**config.mk**
```make
export PLATFORM = sky130hd
export DESIGN_NAME = sensor_frame_crc_decoder
export DESIGN_NICKNAME = d
export VERILOG_FILES = /design/src/sfcd_pkg.sv /design/src/sfcd_front.sv /design/src/sfcd_queue.sv /design/src/sfcd_back.sv /design/src/sensor_frame_crc_decoder.sv
export SDC_FILE = /design/constraint.sdc
export NUM_CORES = 1
export LEC_CHECK = 0
export BUFFER_PORTS_ARGS = -buffer_cell sky130_fd_sc_hd__buf_2
export CORE_ASPECT_RATIO = 1.1
export CORE_MARGIN = 5
export CORE_UTILIZATION = 39
export DETAILED_ROUTE_END_ITERATION = 12
export SETUP_SLACK_MARGIN = 0.4
export SYNTH_ARGS = -nofsm -noshare
export SYNTH_HDL_FRONTEND = slang
export SYNTH_HIERARCHICAL = 1
export SYNTH_SLANG_ARGS = --single-unit
```
**constraint.sdc**
```tcl
create_clock -name clk -period 5.4 [get_ports clk]
set_clock_uncertainty 0.15 [all_clocks]
set_input_delay 0.54 -clock clk [delete_from_list [all_inputs] [get_ports clk]]
set_output_delay 0.54 -clock clk [all_outputs]
set_load 0.03 [all_outputs]
```
**src/sfcd_pkg.sv**
```systemverilog
`default_nettype none

package sfcd_pkg;

  localparam logic [15:0] CRC_INIT   = 16'hFFFF;
  localparam logic [15:0] CRC_POLY   = 16'hA001;
  localparam logic [7:0]  MAG_MASK   = 8'h7F;
  localparam logic [7:0]  SIGN_BIT   = 8'h80;
  localparam int          FRAME_LEN  = 8;
  localparam int          QUEUE_DEPTH = 2;

  // Byte positions within a reply frame
  typedef enum logic [2:0] {
    POS_ADDR     = 3'd0,
    POS_FUNC     = 3'd1,
    POS_HUM_HI   = 3'd2,
    POS_HUM_LO   = 3'd3,
    POS_TEMP_HI  = 3'd4,
    POS_TEMP_LO  = 3'd5,
    POS_CRC_LO   = 3'd6,
    POS_CRC_HI   = 3'd7
  } byte_pos_t;

  // One checked frame, handed from the front end to the back end
  typedef struct packed {
    logic        crc_ok;
    logic [15:0] temp_raw;
    logic [15:0] hum_raw;
  } frame_rec_t;

  typedef struct packed {
    logic full;
    logic empty;
  } q_status_t;

  // Reflected CRC-16 update over one byte
  function automatic logic [15:0] crc_byte(input logic [15:0] crc, input logic [7:0] b);
    logic [15:0] c;
    c = crc ^ {8'h00, b};
    for (int i = 0; i < 8; i++) begin
      if (c[0]) begin
        c = (c >> 1) ^ CRC_POLY;
      end else begin
        c = c >> 1;
      end
    end
    return c;
  endfunction

  // Sign-magnitude word to two's complement
  function automatic logic [15:0] sm_to_twos(input logic [15:0] raw);
    logic [15:0] mag;
    mag = {raw[15:8] & MAG_MASK, raw[7:0]};
    if ((raw[15:8] & SIGN_BIT) != 8'h00) begin
      return 16'h0000 - mag;
    end
    return mag;
  endfunction

endpackage

`default_nettype wire

```
**src/sfcd_front.sv**
```systemverilog
`default_nettype none

module sfcd_front
  import sfcd_pkg::*;
(
  input  wire logic        clk,
  input  wire logic        rst_n,
  input  wire logic        in_push,
  input  wire logic [7:0]  in_data_byte,
  output logic             in_full,
  input  wire q_status_t   q_stat,
  output logic             rec_push,
  output frame_rec_t       rec
);

  byte_pos_t   pos_r, pos_nxt;
  logic [15:0] crc_r, crc_nxt;
  logic [15:0] hum_raw_r, hum_raw_nxt;
  logic [15:0] temp_raw_r, temp_raw_nxt;
  logic [7:0]  crc_lo_r, crc_lo_nxt;
  logic        accept;

  // Stall only on the closing byte, when the frame queue has no room
  assign in_full = (pos_r == POS_CRC_HI) && q_stat.full;
  assign accept  = in_push && !in_full;

  always_comb begin
    pos_nxt      = pos_r;
    crc_nxt      = crc_r;
    hum_raw_nxt  = hum_raw_r;
    temp_raw_nxt = temp_raw_r;
    crc_lo_nxt   = crc_lo_r;
    rec_push     = 1'b0;
    rec.crc_ok   = ({in_data_byte, crc_lo_r} == crc_r);
    rec.temp_raw = temp_raw_r;
    rec.hum_raw  = hum_raw_r;
    if (accept) begin
      pos_nxt = byte_pos_t'(pos_r + 3'd1);
      if (pos_r != POS_CRC_LO && pos_r != POS_CRC_HI) begin
        crc_nxt = crc_byte(crc_r, in_data_byte);
      end
      unique case (pos_r)
        POS_HUM_HI:  hum_raw_nxt  = {in_data_byte, hum_raw_r[7:0]};
        POS_HUM_LO:  hum_raw_nxt  = {hum_raw_r[15:8], in_data_byte};
        POS_TEMP_HI: temp_raw_nxt = {in_data_byte, temp_raw_r[7:0]};
        POS_TEMP_LO: temp_raw_nxt = {temp_raw_r[15:8], in_data_byte};
        POS_CRC_LO:  crc_lo_nxt   = in_data_byte;
        POS_CRC_HI: begin
          rec_push = 1'b1;
          pos_nxt  = POS_ADDR;
          crc_nxt  = CRC_INIT;
        end
        default: ;
      endcase
    end
  end

  always_ff @(posedge clk) begin
    if (!rst_n) begin
      pos_r      <= POS_ADDR;
      crc_r      <= CRC_INIT;
      hum_raw_r  <= '0;
      temp_raw_r <= '0;
      crc_lo_r   <= '0;
    end else begin
      pos_r      <= pos_nxt;
      crc_r      <= crc_nxt;
      hum_raw_r  <= hum_raw_nxt;
      temp_raw_r <= temp_raw_nxt;
      crc_lo_r   <= crc_lo_nxt;
    end
  end

`ifndef SYNTHESIS
  a_frame_rearm: assert property (@(posedge clk) disable iff (!rst_n)
    (accept && pos_r == POS_CRC_HI) |=> (pos_r == POS_ADDR && crc_r == CRC_INIT))
    else $error("front end did not rearm after closing byte");
  a_push_only_on_close: assert property (@(posedge clk) disable iff (!rst_n)
    rec_push |-> (pos_r == POS_CRC_HI && !q_stat.full))
    else $error("frame record pushed off the closing byte or into a full queue");
`endif

endmodule

`default_nettype wire

```
**src/sfcd_queue.sv**
```systemverilog
`default_nettype none

module sfcd_queue
  import sfcd_pkg::*;
(
  input  wire logic       clk,
  input  wire logic       rst_n,
  input  wire logic       push,
  input  wire frame_rec_t wdata,
  input  wire logic       pop,
  output frame_rec_t      rdata,
  output q_status_t       stat
);

  frame_rec_t mem [QUEUE_DEPTH];
  logic [$clog2(QUEUE_DEPTH)-1:0] wr_ptr_r, rd_ptr_r;
  logic [$clog2(QUEUE_DEPTH+1)-1:0] count_r, count_nxt;
  logic do_push, do_pop;

  assign stat.full  = (count_r == ($clog2(QUEUE_DEPTH+1))'(QUEUE_DEPTH));
  assign stat.empty = (count_r == '0);
  assign do_push    = push && !stat.full;
  assign do_pop     = pop && !stat.empty;
  assign rdata      = mem[rd_ptr_r];

  always_comb begin
    count_nxt = count_r;
    unique case ({do_push, do_pop})
      2'b10:   count_nxt = count_r + 1'b1;
      2'b01:   count_nxt = count_r - 1'b1;
      default: count_nxt = count_r;
    endcase
  end

  always_ff @(posedge clk) begin
    if (do_push) begin
      mem[wr_ptr_r] <= wdata;
    end
  end

  always_ff @(posedge clk) begin
    if (!rst_n) begin
      wr_ptr_r <= '0;
      rd_ptr_r <= '0;
      count_r  <= '0;
    end else begin
      if (do_push) begin
        wr_ptr_r <= wr_ptr_r + 1'b1;
      end
      if (do_pop) begin
        rd_ptr_r <= rd_ptr_r + 1'b1;
      end
      count_r <= count_nxt;
    end
  end

`ifndef SYNTHESIS
  a_count_bound: assert property (@(posedge clk) disable iff (!rst_n)
    count_r <= ($clog2(QUEUE_DEPTH+1))'(QUEUE_DEPTH))
    else $error("frame queue count out of range");
  a_no_overrun: assert property (@(posedge clk) disable iff (!rst_n)
    !(push && stat.full))
    else $error("push into full frame queue");
`endif

endmodule

`default_nettype wire

```
**src/sfcd_back.sv**
```systemverilog
`default_nettype none

module sfcd_back
  import sfcd_pkg::*;
(
  input  wire logic              clk,
  input  wire logic              rst_n,
  input  wire q_status_t         q_stat,
  input  wire frame_rec_t        rec,
  output logic                   q_pop,
  output logic                   out_empty,
  input  wire logic              out_pop,
  output logic signed [15:0]     out_temperature_tenths,
  output logic        [15:0]     out_humidity_tenths,
  output logic                   out_crc_ok
);

  logic        out_valid_r;
  logic [15:0] held_temp_r, held_temp_nxt;
  logic [15:0] held_hum_r, held_hum_nxt;
  logic [15:0] out_temp_r;
  logic [15:0] out_hum_r;
  logic        out_ok_r;

  // Load the output register when it is free or being drained this cycle
  assign q_pop     = !q_stat.empty && (!out_valid_r || out_pop);
  assign out_empty = !out_valid_r;

  always_comb begin
    held_temp_nxt = held_temp_r;
    held_hum_nxt  = held_hum_r;
    if (q_pop && rec.crc_ok) begin
      held_temp_nxt = sm_to_twos(rec.temp_raw);
      held_hum_nxt  = rec.hum_raw;
    end
  end

  always_ff @(posedge clk) begin
    if (!rst_n) begin
      out_valid_r <= 1'b0;
      held_temp_r <= '0;
      held_hum_r  <= '0;
    end else begin
      if (q_pop) begin
        out_valid_r <= 1'b1;
      end else if (out_pop) begin
        out_valid_r <= 1'b0;
      end
      held_temp_r <= held_temp_nxt;
      held_hum_r  <= held_hum_nxt;
    end
  end

  always_ff @(posedge clk) begin
    if (q_pop) begin
      out_temp_r <= held_temp_nxt;
      out_hum_r  <= held_hum_nxt;
      out_ok_r   <= rec.crc_ok;
    end
  end

  assign out_temperature_tenths = $signed(out_temp_r);
  assign out_humidity_tenths    = out_hum_r;
  assign out_crc_ok             = out_ok_r;

`ifndef SYNTHESIS
  a_fail_keeps_held: assert property (@(posedge clk) disable iff (!rst_n)
    (q_pop && !rec.crc_ok) |=> (held_temp_r == $past(held_temp_r)
                               && held_hum_r == $past(held_hum_r)))
    else $error("held values changed on a failed frame");
`endif

endmodule

`default_nettype wire

```
**src/sensor_frame_crc_decoder.sv**
```systemverilog
// Sensor reply-frame checker and decoder.
// Input channel (push/full): one frame byte per transfer on in_data_byte, frames
// of eight bytes back to back with no resync; every eighth byte closes a frame.
// A CRC-16 (reflected, poly 0xA001, seed 0xFFFF) runs over bytes 0..5 and is
// compared with bytes 6 (low) and 7 (high).
// Result channel (empty/pop): one result per frame, holding temperature in tenths
// (two's complement, from the sign-magnitude word in bytes 4..5), humidity in
// tenths (bytes 2..3) and crc_ok. On a CRC failure the last good values repeat
// with crc_ok low (zeros if no frame has passed since reset).
// Throughput: one byte per cycle while in_full is low. Result path: the frame
// queue is written when the closing byte transfers, and the back end output
// register loads from the queue once it is free or being drained by out_pop.
// Stalls: a two-entry frame queue sits between front and back end, so the input
// keeps taking bytes while a result waits; full rises only on a closing byte when
// that queue is also full.
// Reset (rst_n low, synchronous): frame position back to byte 0, CRC reseeded,
// held values cleared, queue and output register emptied.
`default_nettype none

module sensor_frame_crc_decoder
  import sfcd_pkg::*;
(
  input  wire logic          clk,
  input  wire logic          rst_n,
  input  wire logic          in_push,
  input  wire logic [7:0]    in_data_byte,
  output logic               in_full,
  output logic               out_empty,
  input  wire logic          out_pop,
  output logic signed [15:0] out_temperature_tenths,
  output logic        [15:0] out_humidity_tenths,
  output logic               out_crc_ok
);

  q_status_t  q_stat;
  frame_rec_t rec_in;
  frame_rec_t rec_out;
  logic       rec_push;
  logic       rec_pop;

  // Front end: track byte position, run the CRC, capture the raw words
  sfcd_front u_front (
    .clk          (clk),
    .rst_n        (rst_n),
    .in_push      (in_push),
    .in_data_byte (in_data_byte),
    .in_full      (in_full),
    .q_stat       (q_stat),
    .rec_push     (rec_push),
    .rec          (rec_in)
  );

  // Short queue of checked frames decouples the two ends
  sfcd_queue u_queue (
    .clk   (clk),
    .rst_n (rst_n),
    .push  (rec_push),
    .wdata (rec_in),
    .pop   (rec_pop),
    .rdata (rec_out),
    .stat  (q_stat)
  );

  // Back end: update held values, convert sign, drive the result register
  sfcd_back u_back (
    .clk                    (clk),
    .rst_n                  (rst_n),
    .q_stat                 (q_stat),
    .rec                    (rec_out),
    .q_pop                  (rec_pop),
    .out_empty              (out_empty),
    .out_pop                (out_pop),
    .out_temperature_tenths (out_temperature_tenths),
    .out_humidity_tenths    (out_humidity_tenths),
    .out_crc_ok             (out_crc_ok)
  );

endmodule

`default_nettype wire
```
-- Word-level counts from Yosys, hierarchy flattened
Memory sizes are Yosys's and may differ from the RTL's. A register that Yosys moved wholly into a read port is not among the register bits.
Cells that the tools add are included.
- register bits: 129
- bits in writable memories: 66
- bits of input ports: 12
- output and inout bits: 35
- word-level logic and storage cells: 112
- memories kept: 1
- $add $sub $neg: 6
- equality and inequality tests: 12
- multiplexer cells: 42
- bitwise logic cells: 13
- reduce and logical (&&, ||, !) cells: 22
- memory list (memory ; depth ; width ; rd ports ; clocked after Yosys merged registers in ; wr ports ; RTL line ; text):
    u_queue.mem ; 2 ; 33 ; 1 ; 1 ; 1 ; sfcd_queue.sv:15 ; frame_rec_t mem [QUEUE_DEPTH];
- operators with widths (cell ; number):
    2-to-1 mux 16 bit ; 28
    case mux 16 bit (2 select lines) ; 2
    inverter 2 -> 3 bit ; 8
    equality test 16 bit ; 1
    subtractor 1 x 15 -> 16 bit (first input constant) ; 1
    XOR 16 x 8 -> 16 bit ; 1
    equality test 3 bit (second input constant) ; 4
    AND reduction 3 bit ; 4
    2-to-1 mux 1 bit ; 10
    logical AND 1 bit ; 7
    equality test 3 x 2 -> 1 bit (second input constant) ; 2
    inequality test 3 bit (second input constant) ; 2
    nonzero test 2 bit ; 3
    equality test 2 bit (second input constant) ; 2
    zero test 1 bit ; 4
    inverter 1 bit ; 4
    case mux 2 bit (2 select lines) ; 1
    AND reduction 2 bit ; 2
    adder 3 x 1 -> 3 bit (second input constant) ; 1
    2-to-1 mux 3 bit ; 1
    adder 1 bit (second input constant) ; 2
    adder 2 x 1 -> 2 bit (second input constant) ; 1
    equality test 2 x 1 -> 1 bit (second input constant) ; 1
    zero test 2 bit ; 1
    other kinds (2) ; 2

-- Depth between registers and ports, before layout
Gate-level depths: netlist of run 1.
- depth after elaboration: 33
- mapped depth: 11
- gate-level depth less buffers: 9

-- Modules after synthesis
Netlist of run 1, hierarchy kept.
- modules (own cells, without submodules) (module ; instances ; cells each ; area each (um^2) ; seq. area each (um^2)):
    sfcd_front ; 1 ; 292 ; 2688.8 ; 1181.1
    sfcd_back ; 1 ; 248 ; 2622.5 ; 1651.6
    sfcd_queue ; 1 ; 129 ; 2608.8 ; 2082.0

-- Worst setup path before layout of run 1
OpenSTA, ideal clock, no wires.
- kind: input port to flip-flop
- start: in out_pop
- end: reg u_queue.count_r[1]
- library setup time: 0.070 ns
- data arrival time: 3.286 ns
- required time: 5.180 ns
- slack: 1.894 ns
- stages: 6
- buffers on the path: 0
- path through: nand2b_1 -> nor2b_1 -> o21a_1 -> ha_1 -> or3_1 -> a21boi_1
- longest elaborated chain between the ends: 5
- elaborated cells between the ends (all ways): 7
- those cells by class: eq/ne: 2; mux: 1; reduce/logical: 4
- RTL lines (element ; RTL line ; text):
    start, declared ; sensor_frame_crc_decoder.sv:29 ; input wire logic out_pop,
    logical OR 1 bit (*) ; sfcd_back.sv:26 ; assign q_pop = !q_stat.empty && (!out_valid_r || out_pop);
    logical AND 1 bit (*) ; sfcd_back.sv:26 ;
    net rec_pop ; sensor_frame_crc_decoder.sv:39 ; logic rec_pop;
    logical AND 1 bit (*) ; sfcd_queue.sv:23 ; assign do_pop = pop && !stat.empty;
    net u_queue.do_pop ; sfcd_queue.sv:18 ; logic do_push, do_pop;
    equality test 2 x 1 -> 1 bit / equality test 2 bit (equally long branches) ; sfcd_queue.sv:28 ; unique case ({do_push, do_pop})
    case mux 2 bit (2 select lines) / nonzero test 2 bit (equally long branches) ; n/a ;
    end signal, assigned ; sfcd_queue.sv:53 ; count_r <= count_nxt;
    end, declared ; sfcd_queue.sv:17 ; logic [$clog2(QUEUE_DEPTH+1)-1:0] count_r, count_nxt;
The timed path passes the listed nets; every way through them passes the cells marked *.
A chain may end at the register's enable or synchronous reset.

==> results of run 1 <==
final cells by class:
type / instances / area [µm²] / area share (%)
flip-flops and latches: 196 / 4915 / 55.03
multi-input cells: 424 / 2804 / 31.40
clock buffers: 18 / 429.2 / 4.805
well taps: 252 / 315.3 / 3.530
repair buffers: 49 / 252.7 / 2.830
clock inverters: 14 / 166.4 / 1.863
inverters: 13 / 48.80 / 0.5464
per-stage QoR:
stage / cell area (µm²) / std cells / hold slack, ns / total power [µW]
CTS: 8931 / 966 / 0.2661 / 3146
floorplan: 7920 / 669 / 0.2753 / 1836
global route: 8931 / 966 / 0.3147 / 3234
detailed placement: 8335 / 934 / 0.2910 / 1889
finish: 8931 / 966 / 0.2896 / 3113
global placement: 8335 / 934 / 0.2839 / 1878
kinds of logic (layout without fill, tap and decap cells):
logic type,count (synthesis),in the layout,share of synthesized area (%)
buffers and inverters,49,94,2.654
xor gates and xnor gates,51,51,6.114
AOI/OAI and AO/OA,84,84,6.272
muxes,68,68,9.115
and+or+nand+nor,213,213,12.53
DFF,196,196,62.05
adders and majority gates,8,8,1.264
worst paths after layout:
path / startpoint / end / cells after the start
worst min register to register: u_front/hum_raw_r[10] / u_queue/mem[0][10] / 0
worst max register to register: flop / u_back/out_temperature_tenths[13] / 7
worst max-delay path: flop / u_back/out_temperature_tenths[13] / 7
worst min-delay path: in_push / u_front/pos_r[0] / 3
power breakdown:
| part | total (µW) | internal [µW] | switching [µW] |
|---|---|---|---|
| clock network | 1260 | 698 | 559 |
| registers | 1620 | 1580 | 37.0 |
| logic | 239 | 115 | 124 |
| total | 3110 | 2390 | 720 |
layout by cell type (no fill, tap or decap), drive strengths merged, types with 2 or more instances in the layout:
cell type	count
edfxtp	99
dfxtp	97
nand2	88
nor2	54
buf	49
xnor2	36
mux2i	35
mux2	33
a21oi	32
o21ai	30
inv	19
clkbuf	18
and2	17
xor2	14
nand3	9
nor3	9
ha	8
or3	7
nor2b	6
o31ai	5
a211oi	5
nand4	4
nand2b	4
clkinv	4
nand4b	3
or4	3
a21boi	3
bufinv	2
clkinvlp	2
nor4	2
a31oi	2
o41ai	2
and3	2
flip-flops by register name, summed over array words and instances, names as in the netlist, named ones only:
register / cells
u_back/held_hum_r: 16
u_back/held_temp_r: 16
u_back/out_crc_ok: 1
u_back/out_humidity_tenths: 16
u_back/out_temperature_tenths: 16
u_back/out_valid_r: 1
u_front/crc_lo_r: 8
u_front/crc_r: 16
u_front/hum_raw_r: 16
u_front/pos_r: 3
u_front/temp_raw_r: 16
u_queue/count_r: 2
u_queue/mem: 66
u_queue/rd_ptr_r: 1
u_queue/wr_ptr_r: 1
metal layers:
layer | share of wire (%) | up-vias | wire (µm) | GRT usage, %
met2 | 48 | 118 | 7458 | 22.32
li1 | - | 2401 | - | -
met1 | 45 | 2388 | 7099 | 17.44
met5 | 0 | - | 0 | 0
met3 | 4.8 | 24 | 756 | 3.729
met4 | 2.0 | 0 | 317 | 4.879
worst max-delay path, stage by stage (launching register included):
cell and delay (ns):
dfxtp_1 0.73, buf_4 0.39, mux2_2 0.43, or3_1 0.37, or3_1 0.41, o21ai_0 0.28
xor2_1 0.23, a21oi_1 0.10
==> results by group, run 1 <==
Floorplan
  – Die width: roughly 150 µm
  – Core box area: 19930 µm²
  – Initial cell density of the core: 39.74%
  – Site Rows: 54
  – IO Count: 47
  – Die ar.: ~23000 µm²
  – Die Y: 159.5 µm

Power and ir drop
  – Leakage power: approximately 0.0036 µW
  – Worst-case vdd ir drop: about 0.00024 V
  – Cell Pwr Density: roughly 350 nW/µm²

Worst setup path
  – Worst setup path class: flop to flop
  – Critical-path maximum fanout: 19
  – Critical Path RT: approximately 5.4 ns
  – CP Data Arrival Time: ~3.4 ns
  – Crit. End Element: flop
  – Startpoint Class: flop
  – Worst reg2reg setup slack: roughly 2 ns

Drt
  – Routed length per placed instance: ~16 µm
  – Post-Route WL: ~16000 µm
  – DR iter-0 viols: between 200 and 250
  – DRC errors left: 0
  – Post-DRT Antenna Nets: 0
  – Via-to-Cell Ratio: roughly 5.1
  – DR pass1 iterations: 4
  – Vias: ~4900

Clock tree
  – CTS root buffer: clkbuf_16
  – CTS tree: yes
  – # hold bufs at CTS: 0
  – CTS Buffer Depth: 2
  – Sink Count: a little under 200
  – H-Tree Depth: 4
  – Reg clk slew, reported paths: 0.07 ns
  – Postcts setup bufs: 0
  – Clock latency at the later pin of the worst-skew pair: between 0.4 and 0.5 ns
  – Post-CTS resize count: 0
  – Inserted Clock Buffers: 17

Global route
  – Pin count of the biggest net entering global routing: 44
  – Vias in the first global route: approximately 4900
  – First-pass GRT wire length: about 26000 µm
  – Gr usage total: between 10% and 20%
  – GRT overflow: 0
  – Initial antenna violation count: 0

Placed design
  – Dpl hpwl: approximately 11000 µm
  – Dpl ws: around 2 ns
  – Placer Congestion: between 0.8 and 0.9
  – PortBufs: 46

Yosys
  – Most frequent cell after synthesis: edfxtp_1
  – Async SR Flop Fraction: 0%
  – Synth Flop Type: edfxtp_1
  – Leading post-synthesis cells by cell area: edfxtp_1, dfxtp_1, mux2_2
  – Post-synth EDFFs: between 90 and 100
  – Syn_nets: 689
  – Share of the synthesized area in the top cell type: a little under two fifths
  – Post-Syn Area: just under 8000 µm²
  – Yosys warning total: 6
  – Syn avg cell area: between 10 and 15 µm²
  – Syn Inst Count: ~670
  – Post-synth top area cell: edfxtp_1
  – Register bit count reported by yosys: around 200
  – Post-synthesis sequential area ratio: between 60% and 70%
  – Post-synth top cells: edfxtp_1, dfxtp_1, nand2_1
  – Netlist cell types: between 50 and 60

Timing
  – Measured slew at the worst slew-check pin: approximately 1.2 ns
  – Final setup violation count: 0
  – Post-route setup slack: just over 2 ns
  – Tmin final: 3.382 ns
  – Rel. slew slack: 23.24%
  – Top achievable clock speed: between 200 and 300 MHz
  – RSZ-0062 raised after global routing: no
  – Part of the cycle the worst path needs: a little over three fifths
  – Hold Fails Final Rpt: 0
  – Setup TNS: 0 ns
  – Max-slew violations: 0

Run status
  – Outcome: finished, final reports clean

Cells and area
  – Antenna cell count: 0
  – Final core utilization: around 45%
  – Layout Nets: between 700 and 800
  – Synth-to-layout area growth: 12.76%
  – Filler cells: 1800
  – Layout cell share with drive strength beyond 1: between 10% and 20%

Run
  – Max Cap Viol: 0

Worst hold path
  – Min-Delay Path Class: input pin to flop
No activity file was read; power rests on OpenSTA's default activity.
==> inputs of run 2 (changes only) <==
- ABC_AREA: not set -> 1
- clock period: 5.4 -> 2.8 ns (I/O delays scaled with it)
==> run 2 against run 1 <==
  * Routed wire length up 1.9%
  * Clock power up 91%
  * Non-clock buffer count grew 13
==> results by group, run 2 <==
Run status
  – Outcome: finished, final reports clean

Worst setup path
  – Crit. End Element: flop
  – Startpoint Class: flop
  – Worst setup path class: flop to flop
  – Critical Path RT: 2.84 ns (-2.54 ns)
  – CP Data Arrival Time: 2.28 ns (-1.08 ns)
  – Worst reg2reg setup slack: 0.55 ns (-1.46 ns)
  – Critical Path Sink: u_back/out_temperature_tenths[9]
  – Critical-path maximum fanout: 11 (-8)
  – Worst R2R Path Depth: 12 (+5)
  – Reg2reg end: u_back/out_temperature_tenths[9]

Timing
  – Max-slew violations: 0 (unchanged)
  – Setup TNS: 0 ns (unchanged)
  – Rel. slew slack: 59.36% (+36 points)
  – Measured slew at the worst slew-check pin: 0.6090 ns (-0.5424 ns)
  – Top achievable clock speed: 445.3 MHz (+51%)
  – RSZ-0062 raised after global routing: no
  – Hold Fails Final Rpt: 0 (unchanged)
  – Post-route setup slack: 0.5544 ns (-1.463 ns)
  – Tmin final: 2.246 ns (-1.137 ns)
  – Final setup violation count: 0 (unchanged)
  – Part of the cycle the worst path needs: 80.20% (+18 points)

Global route
  – Gr usage total: 13.00% (-0.65 points)
  – Initial antenna violation count: 0 (unchanged)
  – First-pass GRT wire length: 26010 µm (+1.5%)
  – Pin count of the biggest net entering global routing: 43 (-2.3%)
  – Vias in the first global route: 5202 (+5.7%)
  – GRT overflow: 0 (unchanged)

Placed design
  – Dpl hpwl: 11090 µm (+5.4%)
  – Post-Place Cell Area: 9136 µm² (+9.6%)
  – Placer Congestion: 0.8455 (-1.5%)
  – Dpl ws: 0.3980 ns (-1.615 ns)
  – PortBufs: 46 (unchanged)

Power and ir drop
  – Leakage power: 0.003962 µW (+11%)
  – Final total power: 5818 µW (+87%)
  – Cell Pwr Density: 595.0 nW/µm² (+71%)
  – Worst-case vdd ir drop: 0.0003953 V (+61%)

Yosys
  – Post-synth top area cell: edfxtp_1
  – Yosys warning total: 6 (unchanged)
  – Post-synthesis sequential area ratio: 57.20% (-4.9 points)
  – Synth Flop Type: edfxtp_1
  – Syn_nets: 856 (+24%)
  – Syn avg cell area: 10.28 µm² (-13%)
  – Post-Syn Area: 8592 µm² (+8.5%)
  – Register bit count reported by yosys: 196 (unchanged)
  – Most frequent cell after synthesis: nand2_1
  – Netlist cell types: 40 (-26%)
  – Post-synth EDFFs: 99 (unchanged)
  – Share of the synthesized area in the top cell type: 34.60% (-2.9 points)
  – Syn Inst Count: 836 (+25%)
  – Leading post-synthesis cells by cell area: edfxtp_1, dfxtp_1, nand2_1
  – Post-synth top cells: nand2_1, edfxtp_1, dfxtp_1
  – Async SR Flop Fraction: 0% (unchanged)

Floorplan
  – Site Rows: 57 (+5.6%)
  – IO Count: 47 (unchanged)
  – Die ar.: 25100 µm² (+7.9%)
  – Initial cell density of the core: 39.24% (-0.49 points)
  – Die width: 151.5 µm (+3.9%)
  – Die Y: 165.7 µm (+3.9%)
  – Core box area: 21890 µm² (+9.8%)

Drt
  – Vias: 5558 (+13%)
  – Post-DRT Antenna Nets: 0 (unchanged)
  – Post-Route WL: 15930 µm (+1.9%)
  – DR iter-0 viols: 326 (+42%)
  – DR pass1 iterations: 5 (+1)
  – Routed length per placed instance: 13.35 µm (-17%)
  – Via-to-Cell Ratio: 4.659 (-8.7%)
  – DRC errors left: 0 (unchanged)

Cells and area
  – Final core utilization: 44.66% (-0.15 points)
  – Post-route cell area: 9778 µm² (+9.5%)
  – Filler cells: 2031 (+13%)
  – Layout cell share with drive strength beyond 1: 22.05% (+3.7 points)
  – Synth-to-layout area growth: 13.81%
  – Antenna cell count: 0 (unchanged)
  – Reg with most FFs: u_queue/mem
  – Most common cell after layout, fill and taps aside: nand2_1
  – Layout Nets: 905 (+26%)
  – Commonest non-fill, non-tap cells in the layout: nand2_1, edfxtp_1, dfxtp_1
  – Max FFs per register: 66 (unchanged)

Clock tree
  – Sink Count: 196 (unchanged)
  – CTS tree: yes
  – Reg clk slew, reported paths: 0.07 ns (about the same)
  – CTS root buffer: clkbuf_16
  – H-Tree Depth: 4 (unchanged)
  – CTS Buffer Depth: 2 (unchanged)
  – Clock latency at the later pin of the worst-skew pair: 0.43 ns (about the same)
  – Inserted Clock Buffers: 17 (unchanged)

Run
  – Max Cap Viol: 0 (unchanged)

Worst hold path
  – Min-Delay Path Class: input pin to flop
## run 2: cell count changes after synthesis, sizes merged, moves of 12 or more
| cell | delta |
|---|---|
| a21oi | +33 |
| inv | +94 |
| nand2 | +41 |
| o21ai | +32 |
| clkbuf | -13 |
| mux2i | -35 |
| and2 | -17 |
| a211oi | +14 |
| or2 | +27 |
| xor2 | -12 |
| xnor2 | -23 |
| nand3 | +30 |
| nor2 | +23 |
## run 2: cells by family (layout without fill, tap and decap cells)
kind of cell	after synthesis	after routing	share of synthesized area, %
compound gates	156	156	11.23
simple gates	289	290	15.41
fa+ha+maj	8	8	1.165
buf+inv	139	200	7.529
mux	33	33	5.636
flops	196	196	57.20
xor+xnor	15	15	1.835
## run 2: critical path, stage by stage (launching register included)
cell and delay [ns]:
dfxtp_2 0.48, buf_6 0.23, mux2_4 0.34, nor2_1 0.11
nand2_1 0.09, nor2_1 0.15, inv_1 0.07, nand2_1 0.09
nand2_1 0.06, nand2_1 0.06, nand3_1 0.06, nand2_1 0.09
inv_1 0.04
## run 2: how the worst min path moves through the flow
stage,startpoint,to,slack [ns],cells after the start
floorplan,rst_n,u_queue/count_r[1],0.25,2
global placement,u_front/hum_raw_r[15],u_queue/mem[1][15],0.28,0
detailed placement,u_front/temp_raw_r[14],u_queue/mem[1][30],0.29,0
CTS,out_pop,u_back/out_valid_r,0.01,3
global route,out_pop,u_back/out_valid_r,0.03,3
finish,out_pop,u_back/out_valid_r,0.04,3
## run 2: per-layer routing
metal	part of all wire [%]	global-route usage, %	vias up
met2	46	20.38	86
met3	3.5	2.842	20
met5	0	0	-
met1	48	17.56	2554
met4	1.9	5.002	0
li1	-	-	2898
## run 2: area by class of cell
| class | count | area (µm²) | area share, % |
|---|---|---|---|
| clock buffers | 21 | 481.7 | 4.926 |
| repair buffers | 62 | 391.6 | 4.005 |
| flip-flops and latches | 196 | 4918 | 50.30 |
| multi-input cells | 502 | 3093 | 31.63 |
| clock inverters | 11 | 113.9 | 1.164 |
| inverters | 106 | 410.4 | 4.197 |
| well taps | 295 | 369.1 | 3.775 |
## run 2: what timing repair did
item | CTS | global route
pin swaps | 0 | 2
buffers inserted | 2 | 2
endpoints found under the hold margin | 0 | 0
gates resized for setup | 0 | 2
cloned | 0 | 1
hold buffers | 0 | 0
setup endpoints to repair | 20 | 37
## run 2: through the flow
step,hold slack [ns],instances
2_1_floorplan,0.2513,836
3_3_place_gp,0.2831,1156
3_5_place_dp,0.2917,1156
4_1_cts,0.01230,1190
5_1_grt,0.02852,1193
6_report,0.03506,1193
## run 2: where the power goes
part	internal, µW	switching, µW
Sequential	3040	41.6
Clock	1340	1070
Combinational	114	215
Total	4490	1320
==> inputs of run 3 (changes only) <==
- clock period: 2.8 -> 2 ns (I/O delays scaled with it)
==> run 3 against run 2 <==
  * The run now ends with setup timing left
  * Clock power is 39% higher
  * Worst setup slack worse by 0.59 ns
  * Flip-flop and latch count stayed put
  * Hold slack better by 0.0016 ns
  * Power is 42% higher
  * Cell count is 9.1% higher
  * Sequential power is 40% higher
  * Non-clock buffer count is 106 higher
  * Critical path type unchanged
  * Highest routed layer unchanged
==> results by group, run 3 (synthesis results as in run 2) <==
Placed design
  – Dpl ws: -0.01600 ns (-0.4140 ns)
  – Placed insts: 1195 (+3.4%)
  – Dpl hpwl: 11400 µm (+2.8%)
  – Placer Congestion: 0.7872 (-6.9%)
  – PortBufs: 46 (unchanged)

Timing
  – Hold WS: 0.03670 ns (+0.001637 ns)
  – Top achievable clock speed: 491.9 MHz (+10%)
  – Hold Fails Final Rpt: 0 (unchanged)
  – Measured slew at the worst slew-check pin: 0.5208 ns (-0.08818 ns)
  – RSZ-0062 raised after global routing: yes
  – Part of the cycle the worst path needs: 101.6% (+21 points)
  – Rel. slew slack: 65.28% (+5.9 points)
  – Max-slew violations: 0 (unchanged)
  – Post-route setup slack: -0.03289 ns (-0.5873 ns)
  – Tmin final: 2.033 ns (-0.2127 ns)
  – Final setup violation count: 8 (+8)

Cells and area
  – Multi-input logic area: 3533 µm² (+14%)
  – Layout Nets: 1014 (+12%)
  – Commonest non-fill, non-tap cells in the layout: nand2_1, edfxtp_1, dfxtp_1
  – Synth-to-layout area growth: 33.65%
  – Antenna cell count: 0 (unchanged)
  – Register area: 4946 µm² (+0.56%)
  – Layout cell share with drive strength beyond 1: 42.40% (+20 points)
  – Fin cells: 1302 (+9.1%)
  – Final core utilization: 52.45% (+7.8 points)
  – Filler cells: 1876 (-7.6%)
  – Max FFs per register: 66 (unchanged)
  – Reg with most FFs: u_queue/mem

Floorplan
  – Die Y: 165.7 µm (unchanged)
  – Initial cell density of the core: 39.24% (unchanged)
  – Core box area: 21890 µm² (unchanged)
  – Site Rows: 57 (unchanged)
  – Die width: 151.5 µm (unchanged)
  – IO Count: 47 (unchanged)
  – Die ar.: 25100 µm² (unchanged)

Drt
  – DR iter-0 viols: 234 (-28%)
  – Post-Route WL: 18810 µm (+18%)
  – DRC errors left: 0 (unchanged)
  – Post-DRT Antenna Nets: 0 (unchanged)
  – Vias: 6163 (+11%)
  – Via-to-Cell Ratio: 4.733 (+1.6%)
  – Routed length per placed instance: 14.45 µm (+8.2%)
  – DR pass1 iterations: 4 (-1)

Clock tree
  – Sink Count: 196 (unchanged)
  – CTS Buffer Depth: 2 (unchanged)
  – Inserted Clock Buffers: 17 (unchanged)
  – H-Tree Depth: 4 (unchanged)
  – CTS tree: yes
  – CTS root buffer: clkbuf_16
  – Clock latency at the later pin of the worst-skew pair: 0.43 ns (about the same)
  – Reg clk slew, reported paths: 0.07 ns (about the same)

Run status
  – Outcome: finished, violations left
  – Failing checks: setup timing

Worst setup path
  – Startpoint Class: flop
  – Critical Path RT: 2.18 ns (-0.66 ns)
  – Critical-path maximum fanout: 5 (-6)
  – CP Data Arrival Time: 2.21 ns (-0.07 ns)
  – Crit. End Element: flop
  – Worst setup path class: flop to flop

Global route
  – Pin count of the biggest net entering global routing: 40 (-7.0%)
  – First-pass GRT wire length: 28570 µm (+9.9%)
  – Gr usage total: 14.22% (+1.2 points)
  – Vias in the first global route: 5642 (+8.5%)
  – Initial antenna violation count: 0 (unchanged)
  – GRT overflow: 0 (unchanged)

Power and ir drop
  – Cell Pwr Density: 721.0 nW/µm² (+21%)
  – Worst-case vdd ir drop: 0.0006422 V (+62%)
  – Leakage power: 0.004667 µW (+18%)
  – Final total power: 8280 µW (+42%)

Worst hold path
  – Min-Delay Path Class: input pin to flop

Run
  – Max Cap Viol: 0 (unchanged)
[run 3: final timing paths]
path              slack (ns)                   start  depth (start not counted)                     to
setup / recovery       -0.03        u_front/pos_r[1]                         12  u_front/temp_raw_r[1]
hold / removal          0.04         in_data_byte[6]                          3  u_front/temp_raw_r[6]
setup reg to reg       -0.03        u_front/pos_r[1]                         12  u_front/temp_raw_r[1]
hold reg to reg         0.30  u_front/temp_raw_r[15]                          0     u_queue/mem[1][31]
[run 3: power breakdown]
| group | internal (µW) | switching (µW) | total, µW |
|---|---|---|---|
| Clock | 1730 | 1630 | 3360 |
| Combinational | 259 | 366 | 625 |
| Sequential | 4250 | 53.0 | 4300 |
[run 3: metrics by stage]
step	area (µm²)	TNS (ns)
after floorplan	8782	-25.77
after global routing	11480	-10.02
after detailed placement	9539	-0.04490
after CTS	10590	-0.1446
final	11480	-0.1072
after global placement	9539	0
[run 3: area by class of cell]
cell class / count / area share [%]
Sequential cell: 196 / 43.07
Multi-Input combinational cell: 502 / 30.77
Clock inverter: 13 / 1.177
Inverter: 106 / 3.901
Clock buffer: 19 / 3.944
Tap cell: 295 / 3.214
Timing Repair Buffer: 168 / 13.76
Timing Repair inverter: 3 / 0.1634
[run 3: repair_timing]
action                     CTS  global route
hold endpoints to repair     9             0
hold buffers                 4             0
setup endpoints to repair  227           231
gates cloned                 4            13
pin swaps                   27            38
setup buffers               16            38
resized for setup           86           103
[run 3: worst max-delay path: stages (launching register included)]
cell,delay [ns]
dfxtp_2,0.34
ha_4,0.16
ha_4,0.16
nand2_4,0.06
inv_6,0.03
nor2_4,0.10
buf_4,0.12
buf_8,0.12
nand4_1,0.21
buf_4,0.23
clkinvlp_4,0.09
buf_4,0.11
a21oi_2,0.04
[run 3: routing by layer]
layer	track usage (%)	wire, µm	up-vias
met5	0	0	-
met1	19.09	8653	2899
li1	-	-	3135
met2	22.94	9299	102
met3	2.705	543	27
met4	5.002	317	0
